**src/sv/assert_macros.svh**
```systemverilog
// Assertion macros used by the top-level RTL file of the packet header checksum filter.
`ifndef ASSERT_MACROS_SVH
`define ASSERT_MACROS_SVH
`ifndef SYNTH
// Same-cycle implication, disabled during reset.
`define HCF_ASSERT_IMPLY(label, clk, rst, ante, cons) \
  label: assert property (@(posedge clk) disable iff (rst) (ante) |-> (cons)) \
    else $error("same-cycle implication check failed");
// Next-cycle implication, disabled during reset.
`define HCF_ASSERT_NEXT(label, clk, rst, ante, cons) \
  label: assert property (@(posedge clk) disable iff (rst) (ante) |=> (cons)) \
    else $error("next-cycle implication check failed");
`else
`define HCF_ASSERT_IMPLY(label, clk, rst, ante, cons)
`define HCF_ASSERT_NEXT(label, clk, rst, ante, cons)
`endif
`endif

```
**src/sv/hcf_pkg.sv**
```systemverilog
// Shared types and constants of the packet header checksum filter.
package hcf_pkg;

  localparam int unsigned MAX_PACKET_BYTES = 4096;
  localparam int unsigned HEADER_BYTES     = 8;
  localparam int unsigned CFG_INDEX_W      = 3;
  localparam int unsigned CFG_DATA_W       = 16;
  localparam logic [7:0]  SENS_MASK        = 8'h40;

  typedef enum logic [CFG_INDEX_W-1:0] {
    CFG_MAGIC_VALUE         = 3'd0,
    CFG_MIN_LENGTH          = 3'd1,
    CFG_FIRST_WORD_TERM     = 3'd2,
    CFG_CHECKSUM_FIELD_TERM = 3'd3
  } cfg_reg_t;

  typedef enum logic [2:0] {
    VERDICT_FORWARD      = 3'd0,
    VERDICT_TOO_SHORT    = 3'd1,
    VERDICT_BAD_MAGIC    = 3'd2,
    VERDICT_LEN_MISMATCH = 3'd3,
    VERDICT_CSUM_FAIL    = 3'd4
  } verdict_t;

  // Snapshot of one finished packet, handed from the accumulator to the verdict stage.
  typedef struct packed {
    logic [15:0] running_sum;
    logic [7:0]  pending_high_byte;
    logic [15:0] header_length;
    logic [15:0] stored_checksum;
    logic        magic_ok;
    logic        sensitive_flag;
  } fin_t;

endpackage

```
**src/sv/hcf_accum.sv**
```systemverilog
// Per-byte header capture and running ones' complement sum, with a finished-packet register.
module hcf_accum #(
  parameter int unsigned MaxBytes = hcf_pkg::MAX_PACKET_BYTES,
  parameter int unsigned CountW   = $clog2(MaxBytes + 1)
) (
  input  logic              clk,
  input  logic              rst,
  input  logic              accept,
  input  logic [7:0]        data_byte,
  input  logic              pkt_end,
  input  logic [7:0]        magic_value,
  input  logic              fin_take,
  output logic              fin_valid,
  output hcf_pkg::fin_t     fin,
  output logic [CountW-1:0] fin_count
);
  import hcf_pkg::*;

  logic [CountW-1:0] byte_count, byte_count_next;
  logic              magic_ok, magic_ok_next;
  logic              sensitive_flag, sensitive_flag_next;
  logic [15:0]       header_length, header_length_next;
  logic [15:0]       stored_checksum, stored_checksum_next;
  logic [15:0]       running_sum, running_sum_next;
  logic [7:0]        pending_high_byte, pending_high_byte_next;
  logic [16:0]       word_sum;

  assign word_sum = {1'b0, running_sum} + {1'b0, pending_high_byte, data_byte};

  always_comb begin
    byte_count_next        = byte_count;
    magic_ok_next          = magic_ok;
    sensitive_flag_next    = sensitive_flag;
    header_length_next     = header_length;
    stored_checksum_next   = stored_checksum;
    running_sum_next       = running_sum;
    pending_high_byte_next = pending_high_byte;
    if (byte_count < CountW'(MaxBytes)) begin
      byte_count_next = byte_count + 1'b1;
      priority if (byte_count == CountW'(0)) begin
        magic_ok_next = (data_byte == magic_value);
      end else if (byte_count == CountW'(1)) begin
        sensitive_flag_next = |(data_byte & SENS_MASK);
      end else if (byte_count == CountW'(2)) begin
        header_length_next[15:8] = data_byte;
      end else if (byte_count == CountW'(3)) begin
        header_length_next[7:0] = data_byte;
      end else if (byte_count == CountW'(4)) begin
        stored_checksum_next[15:8] = data_byte;
      end else if (byte_count == CountW'(5)) begin
        stored_checksum_next[7:0] = data_byte;
      end else if (byte_count >= CountW'(HEADER_BYTES)) begin
        // Header length is even, so payload word parity is the count's low bit.
        if (!byte_count[0]) begin
          pending_high_byte_next = data_byte;
        end else begin
          running_sum_next = word_sum[15:0] + 16'(word_sum[16]);
        end
      end else begin
        byte_count_next = byte_count + 1'b1;
      end
    end
  end

  always_ff @(posedge clk) begin
    if (rst) begin
      byte_count        <= '0;
      magic_ok          <= 1'b0;
      sensitive_flag    <= 1'b0;
      header_length     <= '0;
      stored_checksum   <= '0;
      running_sum       <= '0;
      pending_high_byte <= '0;
      fin_valid         <= 1'b0;
    end else begin
      if (accept && pkt_end) begin
        byte_count        <= '0;
        magic_ok          <= 1'b0;
        sensitive_flag    <= 1'b0;
        header_length     <= '0;
        stored_checksum   <= '0;
        running_sum       <= '0;
        pending_high_byte <= '0;
        fin_valid         <= 1'b1;
      end else begin
        if (accept) begin
          byte_count        <= byte_count_next;
          magic_ok          <= magic_ok_next;
          sensitive_flag    <= sensitive_flag_next;
          header_length     <= header_length_next;
          stored_checksum   <= stored_checksum_next;
          running_sum       <= running_sum_next;
          pending_high_byte <= pending_high_byte_next;
        end
        if (fin_take) begin
          fin_valid <= 1'b0;
        end
      end
    end
  end

  always_ff @(posedge clk) begin
    if (accept && pkt_end) begin
      fin_count                 <= byte_count_next;
      fin.running_sum           <= running_sum_next;
      fin.pending_high_byte     <= pending_high_byte_next;
      fin.header_length         <= header_length_next;
      fin.stored_checksum       <= stored_checksum_next;
      fin.magic_ok              <= magic_ok_next;
      fin.sensitive_flag        <= sensitive_flag_next;
    end
  end

endmodule

```
**src/sv/hcf_verdict.sv**
```systemverilog
// Checksum closing sum, ordered packet checks and the result register.
module hcf_verdict #(
  parameter int unsigned MaxBytes = hcf_pkg::MAX_PACKET_BYTES,
  parameter int unsigned CountW   = $clog2(MaxBytes + 1)
) (
  input  logic              clk,
  input  logic              rst,
  input  logic              fin_take,
  input  hcf_pkg::fin_t     fin,
  input  logic [CountW-1:0] fin_count,
  input  logic [15:0]       min_length,
  input  logic [15:0]       first_word_term,
  input  logic [15:0]       checksum_field_term,
  input  logic              out_stall,
  output logic              out_valid,
  output logic [2:0]        verdict,
  output logic [CountW-1:0] packet_length,
  output logic              sensitive,
  output logic [15:0]       result_checksum
);
  import hcf_pkg::*;

  localparam int unsigned ExtW = ((CountW > 16) ? CountW : 16) + 1;

  logic [15:0]     pad_word;
  logic [18:0]     total;
  logic [16:0]     fold1;
  logic [15:0]     fold2;
  logic [15:0]     chk;
  logic [ExtW-1:0] n_ext;
  logic [ExtW-1:0] len_plus_hdr;
  verdict_t        verdict_next;

  // Pad an odd trailing payload byte low.
  assign pad_word = (fin_count >= CountW'(HEADER_BYTES) && fin_count[0]) ?
                    {fin.pending_high_byte, 8'h00} : 16'h0000;

  // Five-term sum, then fold the carries back twice (end-around carry).
  assign total = 19'(fin.running_sum) + 19'(pad_word) + 19'(first_word_term)
               + 19'(fin.header_length) + 19'(checksum_field_term);
  assign fold1 = 17'(total[15:0]) + 17'(total[18:16]);
  assign fold2 = fold1[15:0] + 16'(fold1[16]);
  assign chk   = ~fold2;

  assign n_ext        = ExtW'(fin_count);
  assign len_plus_hdr = ExtW'(fin.header_length) + ExtW'(HEADER_BYTES);

  always_comb begin
    priority if (n_ext < ExtW'(min_length)) begin
      verdict_next = VERDICT_TOO_SHORT;
    end else if (!fin.magic_ok) begin
      verdict_next = VERDICT_BAD_MAGIC;
    end else if (fin_count >= CountW'(MaxBytes) || n_ext < ExtW'(HEADER_BYTES) ||
                 len_plus_hdr != n_ext) begin
      verdict_next = VERDICT_LEN_MISMATCH;
    end else if (fin.sensitive_flag && chk != fin.stored_checksum) begin
      verdict_next = VERDICT_CSUM_FAIL;
    end else begin
      verdict_next = VERDICT_FORWARD;
    end
  end

  always_ff @(posedge clk) begin
    if (rst) begin
      out_valid <= 1'b0;
    end else if (fin_take) begin
      out_valid <= 1'b1;
    end else if (!out_stall) begin
      out_valid <= 1'b0;
    end
  end

  always_ff @(posedge clk) begin
    if (fin_take) begin
      verdict         <= verdict_next;
      packet_length   <= fin_count;
      sensitive       <= fin.sensitive_flag;
      result_checksum <= chk;
    end
  end

endmodule

```
**src/sv/packet_header_checksum_filter.sv**
```systemverilog
// After its last byte transfer, a packet's verdict passes through the finished-packet register
// and then the result register, and either one holds while the output is stalled.
// Throughput: one byte per clock; the input stalls only while the finished-packet register
// and the result register both hold a packet and the output is stalled.
// Reset (rst, synchronous, active high): clears the packet state, empties both result
// stages and loads the configuration defaults (magic 0, min_length 8, sum terms 0).
`include "assert_macros.svh"

module packet_header_checksum_filter #(
  parameter int unsigned MaxBytes = hcf_pkg::MAX_PACKET_BYTES,
  parameter int unsigned CountW   = $clog2(MaxBytes + 1)
) (
  input  logic                           clk,
  input  logic                           rst,
  // byte input channel
  input  logic                           in_valid,
  output logic                           in_stall,
  input  logic [7:0]                     data_byte,
  input  logic                           pkt_end,
  // verdict output channel
  output logic                           out_valid,
  input  logic                           out_stall,
  output logic [2:0]                     verdict,
  output logic [CountW-1:0]              packet_length,
  output logic                           sensitive,
  output logic [15:0]                    result_checksum,
  // configuration write channel
  input  logic                           cfg_valid,
  output logic                           cfg_ready,
  input  logic [hcf_pkg::CFG_INDEX_W-1:0] cfg_index,
  input  logic [hcf_pkg::CFG_DATA_W-1:0]  cfg_data
);
  import hcf_pkg::*;

  logic [7:0]        magic_value;
  logic [15:0]       min_length;
  logic [15:0]       first_word_term;
  logic [15:0]       checksum_field_term;

  logic              in_accept;
  logic              fin_valid;
  logic              fin_take;
  fin_t              fin;
  logic [CountW-1:0] fin_count;

  // Configuration is always writable; unknown indexes drop the transfer.
  assign cfg_ready = 1'b1;

  always_ff @(posedge clk) begin
    if (rst) begin
      magic_value         <= '0;
      min_length          <= 16'(HEADER_BYTES);
      first_word_term     <= '0;
      checksum_field_term <= '0;
    end else if (cfg_valid && cfg_ready) begin
      unique case (cfg_index)
        CFG_MAGIC_VALUE:         magic_value         <= cfg_data[7:0];
        CFG_MIN_LENGTH:          min_length          <= cfg_data;
        CFG_FIRST_WORD_TERM:     first_word_term     <= cfg_data;
        CFG_CHECKSUM_FIELD_TERM: checksum_field_term <= cfg_data;
        default: ;
      endcase
    end
  end

  // Advance the finished packet whenever the result register is empty or being drained.
  assign fin_take  = fin_valid && (!out_valid || !out_stall);
  // Hold the input only when a finished packet cannot move on.
  assign in_stall  = fin_valid && !fin_take;
  assign in_accept = in_valid && !in_stall;

  hcf_accum #(
    .MaxBytes (MaxBytes),
    .CountW   (CountW)
  ) u_accum (
    .clk         (clk),
    .rst         (rst),
    .accept      (in_accept),
    .data_byte   (data_byte),
    .pkt_end     (pkt_end),
    .magic_value (magic_value),
    .fin_take    (fin_take),
    .fin_valid   (fin_valid),
    .fin         (fin),
    .fin_count   (fin_count)
  );

  hcf_verdict #(
    .MaxBytes (MaxBytes),
    .CountW   (CountW)
  ) u_verdict (
    .clk                 (clk),
    .rst                 (rst),
    .fin_take            (fin_take),
    .fin                 (fin),
    .fin_count           (fin_count),
    .min_length          (min_length),
    .first_word_term     (first_word_term),
    .checksum_field_term (checksum_field_term),
    .out_stall           (out_stall),
    .out_valid           (out_valid),
    .verdict             (verdict),
    .packet_length       (packet_length),
    .sensitive           (sensitive),
    .result_checksum     (result_checksum)
  );

  // The input is held back only by a finished packet waiting on the output.
  `HCF_ASSERT_IMPLY(a_stall_needs_fin, clk, rst, in_stall, fin_valid)
  // A finished packet that moves on always shows up as a result.
  `HCF_ASSERT_NEXT(a_take_fills_out, clk, rst, fin_take, out_valid)
  // A forwarded packet has a full header and an unsaturated count.
  `HCF_ASSERT_IMPLY(a_forward_len_sane, clk, rst,
                    out_valid && verdict == VERDICT_FORWARD,
                    packet_length >= CountW'(HEADER_BYTES) && packet_length < CountW'(MaxBytes))

endmodule
```
**config.mk**
```make
export PLATFORM = sky130hd
export DESIGN_NAME = packet_header_checksum_filter
export DESIGN_NICKNAME = d
export VERILOG_FILES = /design/src/sv/hcf_pkg.sv /design/src/sv/hcf_accum.sv /design/src/sv/hcf_verdict.sv /design/src/sv/packet_header_checksum_filter.sv
export VERILOG_INCLUDE_DIRS = /design/src /design/src/sv
export SDC_FILE = /design/constraint.sdc
export NUM_CORES = 1
export LEC_CHECK = 0
export BUFFER_PORTS_ARGS = -buffer_cell sky130_fd_sc_hd__buf_2
export CORE_MARGIN = 2
export CORE_UTILIZATION = 40
export DETAILED_ROUTE_END_ITERATION = 7
export SYNTH_ARGS = -nofsm -noshare
export SYNTH_HDL_FRONTEND = slang
export SYNTH_HIERARCHICAL = 1
export SYNTH_SLANG_ARGS = --single-unit
```
**constraint.sdc**
```tcl
create_clock -name clk -period 9.6 [get_ports clk]
set_input_delay 1.44 -clock clk [delete_from_list [all_inputs] [get_ports clk]]
set_output_delay 1.44 -clock clk [all_outputs]
set_load 0.05 [all_outputs]
```
==> reports/results.tsv, run 1 <==
stage	metric	value	unit
cells_and_area	share of post-route cells with drive strength above 1	0.141	
clocking	clock tree from TritonCTS	built	
worst_hold_path	Hold Path Class	register to register	
yosys	Ys Warns	6	
routing	DRC viols	0	
power	NetSw	0.000770	W
cells_and_area	Area growth syn-to-layout	11.8	%
yosys	Mapped Area	0.0140	mm^2
power	Tot Pwr	0.00272	W
floorplanning	width of the die	191	um
clocking	clk_lat worst skew	0.55	ns
place	Final HPWL DP	26200	um
floorplanning	Die Ht	191	um
timing	RSZ-0062 raised after global routing	no	
setup_path	critical path's slowest cell	fa_1	
yosys	Seq cells post-synth	233	
clocking	post-CTS setup buffers	0	
floorplanning	Core Area	0.0345	mm^2
cells_and_area	Final #Nets	1523	
routing	drt total wl	35300	um
power	P_int	0.00195	W
power	Power Dens Cells	174	mW/mm^2
timing	final setup vio count	0	
place	Cell Area, Placed	0.0147	mm^2
floorplanning	Initial Util	0.406	
yosys	ys async rst share	0	
routing	drt via density	5.23	
routing	Starting DRT DRC Count	694	
power	Worst VDD drop	0.126	mV
clocking	CTS Buffer Depth	3	
setup_path	CP startpoint kind	register	
timing	crit share post-route	0.905	
setup_path	required time worst endpoint	9.88	ns
timing	highest clock rate	0.115	GHz
run	max cap viols	0	
setup_path	max incr delay on CP	0.54	ns
cells_and_area	Antenna diodes	0	
clocking	post-CTS sizing	0	
global_route	Overall Global Routing Usage	0.197	
clocking	CTS H-Tree Depth	1	
timing	clock skew	0.0272	ns
power	Sw Ratio	0.284	
timing	worst hold slack	0.458	ns
power	P_leak	6.37	nW
routing	via count	9726	
cells_and_area	fin area	0.0156	mm^2
cells_and_area	final non-filler cell total	1858	
yosys	post-synth net total	1482	
status	status	completed	
floorplanning	Core Rows	68	
setup_path	arrival time at the worst endpoint	8.96	ns
clocking	Inserted Clock Buffers	26	
clocking	Clock transition at path regs	0.06	ns
timing	Fin Setup TNS	0	ns
yosys	sequential cell area fraction in the yosys report	0.408	
timing	crit path time final	8.68	ns
power	Seq pwr share	0.404	
routing	wire per inst	19.0	um
place	port buffer count	67	
floorplanning	die area	0.0364	mm^2
setup_path	crit path max fanout	8	
setup_path	crit path kind	register to register	
timing	Slew Viols, Final	0	
global_route	first-pass GRT wire length	55400	um
timing	max_slew headroom	0.299	
global_route	Overflow after GRT	0	
power	Comb power frac	0.197	
power	clock power share	0.399	
yosys	syn avg cell area	10.4	um^2
yosys	Post-synth EDFFs	104	
yosys	Synth Instances	1343	
timing	final-report hold violation count	0	
place	Inst Count DP	1811	
global_route	antenna violations before repair	0	
routing	drt first pass iters	4	
global_route	vias in the first global route	9854	
setup_path	CP endpoint kind	register	
clocking	clock sinks	233	
yosys	main flop type after synthesis	dfxtp_1	
timing	Worst-Margin Slew	1.05	ns
floorplanning	IO Pins	69	
clocking	hold-fix buffer count after cts	0	
routing	antenna-violating nets left	0	
global_route	largest net degree at the start of global routing	78	
clocking	clk root buf	clkbuf_16	
yosys	synth unique cells	87	
place	gpl congestion	0.873	
==> metal layers <==
metal  global-route usage  share of wire
met4               0.0561          0.027
met3               0.0261          0.053
met2                0.332           0.47
met5                    0              0
met1                0.266           0.45
==> cell usage after synthesis, types with 7 or more instances <==
master,number,share of area
dfxtp_1,129,0.18
nor2_1,114,0.031
edfxtp_1,104,0.22
mux2i_1,91,0.065
inv_1,90,0.024
nand2_1,79,0.021
nand2b_1,79,0.035
xnor2_1,66,0.041
ha_1,64,0.057
a21oi_1,48,0.017
mux2_2,46,0.037
xor2_1,44,0.028
fa_1,42,0.060
clkbuf_1,39,0.010
nand3_1,39,0.014
o21ai_0,38,0.014
nor3_1,22,0.0079
and2_1,16,0.0072
nand4_1,15,0.0067
a21o_1,13,0.0070
nor4_1,10,0.0045
buf_2,9,0.0032
a211oi_1,8,0.0043
nor2b_1,8,0.0036
and3_1,7,0.0031
or3_1,7,0.0031
==> path summary, 6_finish.rpt <==
| check | to | cells past startpoint | slack [ns] | from |
|---|---|---|---|---|
| max reg2reg | u_verdict/verdict[2] | 36 | 0.92 | u_accum/fin[20] |
| min | u_accum/header_length[2] | 2 | 0.46 | u_accum/header_length[2] |
| max | u_verdict/verdict[2] | 36 | 0.92 | u_accum/fin[20] |
| min reg2reg | u_accum/header_length[2] | 2 | 0.46 | u_accum/header_length[2] |
==> worst max-delay path: cells and delay by family (launching register included) <==
kind,cells,cell delay [ns]
xor gates and xnor gates,2,0.40
DFF,1,0.42
adders and majority gates,8,2.62
AOI/OAI and AO/OA,9,2.07
buffers and inverters,2,0.12
and+or+nand+nor,15,2.77
==> flip-flops by register name, summed over array words and instances (netlist names), 13 cells and up <==
| register | flops |
|---|---|
| u_accum/stored_checksum | 16 |
| u_accum/fin | 58 |
| min_length | 16 |
| u_verdict/result_checksum | 16 |
| u_accum/header_length | 16 |
| u_accum/byte_count | 13 |
| u_accum/fin_count | 13 |
| u_accum/running_sum | 16 |
| checksum_field_term | 16 |
| u_verdict/packet_length | 13 |
| first_word_term | 16 |
==> logic make-up after synthesis <==
kind of cell | share of synthesized area
buffers and inverters | 0.0432
AO/OA/AOI/OAI | 0.0803
multiplexers | 0.102
adder cells (fa/ha/maj) | 0.117
AND/OR/NAND/NOR | 0.166
XOR/XNOR | 0.0819
flip-flops | 0.408
other | 0.000268
==> area by class of cell <==
class                      instances  area (um^2)
clock inverter                    13          203
multi-input combinational        961         7700
tap                              455          569
fill                            3253        18800
sequential                       233         5710
timing repair buffer              72          373
clock buffer                      34          733
inverter                          90          338
==> layout by cell type (no fill, tap or decap), types with 22 or more instances in the layout <==
cell type / synthesis / final
xor2_1: 44 / 44
nand2_1: 79 / 79
dfxtp_1: 129 / 129
nor2_1: 114 / 114
nor3_1: 22 / 22
ha_1: 64 / 64
nand3_1: 39 / 39
edfxtp_1: 104 / 104
fa_1: 42 / 42
o21ai_0: 38 / 38
a21oi_1: 48 / 48
xnor2_1: 66 / 66
buf_2: 9 / 67
mux2_2: 46 / 46
clkbuf_16: 0 / 28
inv_1: 90 / 90
mux2i_1: 91 / 91
nand2b_1: 79 / 79
==> power by group through the flow <==
stage / Clock, W / Sequential [W] / Combinational [W]
6_report: 0.00108 / 0.00110 / 0.000537
5_1_grt: 0.00115 / 0.00110 / 0.000587
4_1_cts: 0.00111 / 0.00110 / 0.000540
3_5_place_dp: 0 / 0.00112 / 0.000538
3_3_place_gp: 0 / 0.00112 / 0.000537
2_1_floorplan: 0 / 0.00115 / 0.000375
==> metrics by stage <==
step	worst slack, ns	utilization
after CTS	0.944	0.453
after global routing	0.131	0.453
final	0.915	0.453
after detailed placement	1.04	0.426
after global placement	1.16	0.426
after floorplan	1.90	-
No activity file was read; power rests on OpenSTA's default activity.
==> run 2, diff against run 1 <==
- ABC_AREA: default -> 1
==> reports/results.tsv, run 2 <==
stage	metric	value	unit	change
floorplanning	Die Ht	197	um	+3.4%
floorplanning	IO Pins	69		unchanged
setup_path	CP bufs+invs	7		+5
routing	drt first pass iters	5		+1
status	status	completed		
yosys	syn avg cell area	7.36	um^2	-29%
timing	Fin Setup TNS	0	ns	unchanged
yosys	Commonest cells post-synth	470 x nand2_1, 339 x inv_1, 264 x nor2_1, 167 x nand3_1, 129 x dfxtp_1		
timing	Slew Viols, Final	0		unchanged
power	Tot Pwr	0.00314	W	+16%
routing	DRC viols	0		unchanged
clocking	post-CTS sizing	0		unchanged
cells_and_area	Final #Nets	2220		+46%
global_route	largest net degree at the start of global routing	73		-6.4%
yosys	Simple-Gate Fraction of Synth Area	0.291		+0.125
setup_path	register-to-register setup slack	2.11	ns	+1.19 ns
place	Final HPWL DP	31200	um	+19%
yosys	ys async rst share	0		unchanged
clocking	clk root buf	clkbuf_16		
timing	final-report hold violation count	0		unchanged
yosys	Synth Instances	2030		+51%
timing	highest clock rate	0.133	GHz	+16%
global_route	first-pass GRT wire length	65700	um	+19%
timing	crit path time final	7.49	ns	-1.19 ns
yosys	Synth Area in Compound Gates	0.0896		+0.00933
global_route	Overflow after GRT	0		unchanged
cells_and_area	Top reg by flops	u_accum/fin		
cells_and_area	Area growth syn-to-layout	10.6	%	
floorplanning	Initial Util	0.407		+0.00177
yosys	Post-Synth Adder-Cell Area	0.110		-0.00765
global_route	antenna violations before repair	0		unchanged
power	Worst VDD drop	0.130	mV	+3.1%
routing	Starting DRT DRC Count	985		+42%
setup_path	crit path max fanout	5		-3
cells_and_area	share of post-route cells with drive strength above 1	0.0957		-0.0455
yosys	Ys Warns	6		unchanged
worst_hold_path	Hold Path Depth	2		unchanged
yosys	top-area cell type share of the netlist area	0.209		-0.0146
setup_path	max incr delay on CP	0.53	ns	about the same
clocking	clock sinks	233		unchanged
setup_path	R2R Path Start	u_accum/fin[26]		
place	port buffer count	67		unchanged
global_route	Overall Global Routing Usage	0.215		+0.0173
cells_and_area	most frequent cells in the layout	470 x nand2_1, 337 x inv_1, 264 x nor2_1, 167 x nand3_1, 129 x dfxtp_1		
routing	drt total wl	41300	um	+17%
clocking	Inserted Clock Buffers	26		unchanged
yosys	top cells by area, synth	edfxtp_1 21%, dfxtp_1 17%, nand2_1 12%, inv_1 8.5%, nor2_1 6.6%		
floorplanning	Core Rows	70		+2.9%
setup_path	critical path's slowest cell	fa_1		
setup_path	most frequent cell on the critical path	nand2_1		
routing	via count	12773		+31%
yosys	post-synthesis mux area share	0		-0.102
routing	drt via density	4.97		-5.0%
yosys	count leader, synth	nand2_1		
setup_path	CP endpoint kind	register		
power	P_leak	7.99	nW	+25%
power	Power Dens Cells	190	mW/mm^2	+9.3%
clocking	clock tree from TritonCTS	built		
worst_hold_path	worst hold path endpoint	u_accum/fin_valid		
setup_path	required time worst endpoint	9.88	ns	about the same
timing	RSZ-0062 raised after global routing	no		
yosys	main combinational cell family by area after synthesis	simple AND/OR/NAND/NOR gates		
floorplanning	Core Area	0.0367	mm^2	+6.5%
place	gpl congestion	0.894		+2.4%
yosys	post-synth net total	2169		+46%
yosys	Mapped Area	0.0149	mm^2	+7.0%
clocking	CTS H-Tree Depth	1		unchanged
setup_path	reg2reg path depth	49		+36%
run	max cap viols	0		unchanged
clocking	hold-fix buffer count after cts	0		unchanged
floorplanning	width of the die	197	um	+3.4%
yosys	main flop type after synthesis	dfxtp_1		
yosys	Seq cells post-synth	233		unchanged
setup_path	Worst R2R End	u_verdict/verdict[2]		
yosys	leading area contributor after synthesis	edfxtp_1		
routing	wire per inst	16.1	um	-16%
cells_and_area	most common cell after layout, fill and taps aside	nand2_1		
setup_path	arrival time at the worst endpoint	7.77	ns	-1.19 ns
cells_and_area	max reg flops	58		unchanged
timing	Worst-Margin Slew	1.22	ns	+0.165 ns
yosys	synth unique cells	53		-39%
timing	clock skew	0.0347	ns	+0.00746 ns
yosys	Post-synth EDFFs	104		unchanged
routing	antenna-violating nets left	0		unchanged
setup_path	crit path kind	register to register		
worst_hold_path	Hold Path Class	register to register		
cells_and_area	Antenna diodes	0		unchanged
yosys	XOR/XNOR Fraction of Synth Area	0.0211		-0.0608
clocking	CTS Buffer Depth	3		unchanged
timing	crit share post-route	0.780		-0.124
clocking	Clock transition at path regs	0.06	ns	about the same
clocking	clk_lat worst skew	0.57	ns	+0.02 ns
timing	max_slew headroom	0.187		-0.111
setup_path	CP startpoint kind	register		
floorplanning	die area	0.0389	mm^2	+6.8%
timing	final setup vio count	0		unchanged
worst_hold_path	hold_sp	u_accum/fin_valid		
global_route	vias in the first global route	12162		+23%
clocking	post-CTS setup buffers	0		unchanged
setup_path	CP delay by family, top	simple AND/OR/NAND/NOR gates		
yosys	sequential cell area fraction in the yosys report	0.382		-0.0266
[run 2: cell count changes after synthesis, sizes merged, moves of 23 or more]
cell and change:
nand3 +131, inv +261, nand2b -80, mux2i -91, xnor2 -53, nand2 +408, o21ai +96, mux2 -46
nor2 +174, a21oi +27, xor2 -23
[run 2: layer usage]
metal	vias to the layer above	share of wire	wire length [um]	GRT usage
li1	6552	-	-	-
met1	5950	0.48	19800	0.301
met2	227	0.47	19400	0.360
met3	44	0.037	1530	0.0203
met4	0	0.016	641	0.0454
met5	-	0	0	0
[run 2: how the worst max path moves through the flow]
stage / depth (start not counted) / start / endpoint / slack (ns)
floorplan: 49 / u_accum/fin[26] / u_verdict/verdict[2] / 2.88
global placement: 49 / u_accum/fin[26] / u_verdict/verdict[2] / 2.26
detailed placement: 49 / u_accum/fin[26] / u_verdict/verdict[2] / 2.17
CTS: 49 / u_accum/fin[26] / u_verdict/verdict[2] / 2.12
global route: 49 / u_accum/fin[26] / u_verdict/verdict[2] / 1.31
finish: 49 / u_accum/fin[26] / u_verdict/verdict[2] / 2.11
[run 2: logic make-up after synthesis]
kind of cell	count (synthesis)
adder cells (fa/ha/maj)	106
flip-flops	233
XOR/XNOR	36
other	1
AO/OA/AOI/OAI	240
AND/OR/NAND/NOR	1009
buffers and inverters	405
[run 2: worst reg2reg max path, delay by kind of cell (launching register included)]
kind	cells	cell delay, ns
and+or+nand+nor	32	3.18
buffers and inverters	7	0.44
adders and majority gates	6	2.47
xor gates and xnor gates	1	0.17
AOI/OAI and AO/OA	3	0.52
DFF	1	0.42
[run 2: stage by stage]
step / setup slack, ns / cell area (um^2) / hold WS, ns / cells / utilization
2_1_floorplan: 2.88 / 14900 / 0.426 / 2030 / -
3_3_place_gp: 2.26 / 15700 / 0.449 / 2521 / 0.427
3_5_place_dp: 2.17 / 15700 / 0.458 / 2521 / 0.427
4_1_cts: 2.12 / 16500 / 0.466 / 2569 / 0.450
5_1_grt: 1.31 / 16500 / 0.503 / 2569 / 0.450
6_report: 2.11 / 16500 / 0.465 / 2569 / 0.450
[run 2: final cells by class]
cell class                 count  area, um^2
tap                          468         586
inverter                     353        1330
timing repair buffer          75         395
clock buffer                  34         681
fill                        3639       20200
clock inverter                14         176
sequential                   233        5710
multi-input combinational   1392        7660
[run 2: report_power, final]
part	switching [W]	leakage [nW]	total, W	internal (W)
registers	0.0000431	2.05	0.00116	0.00112
logic	0.000677	5.52	0.000975	0.000298
clock network	0.000422	0.416	0.00101	0.000586
total	0.00114	7.99	0.00314	0.00200
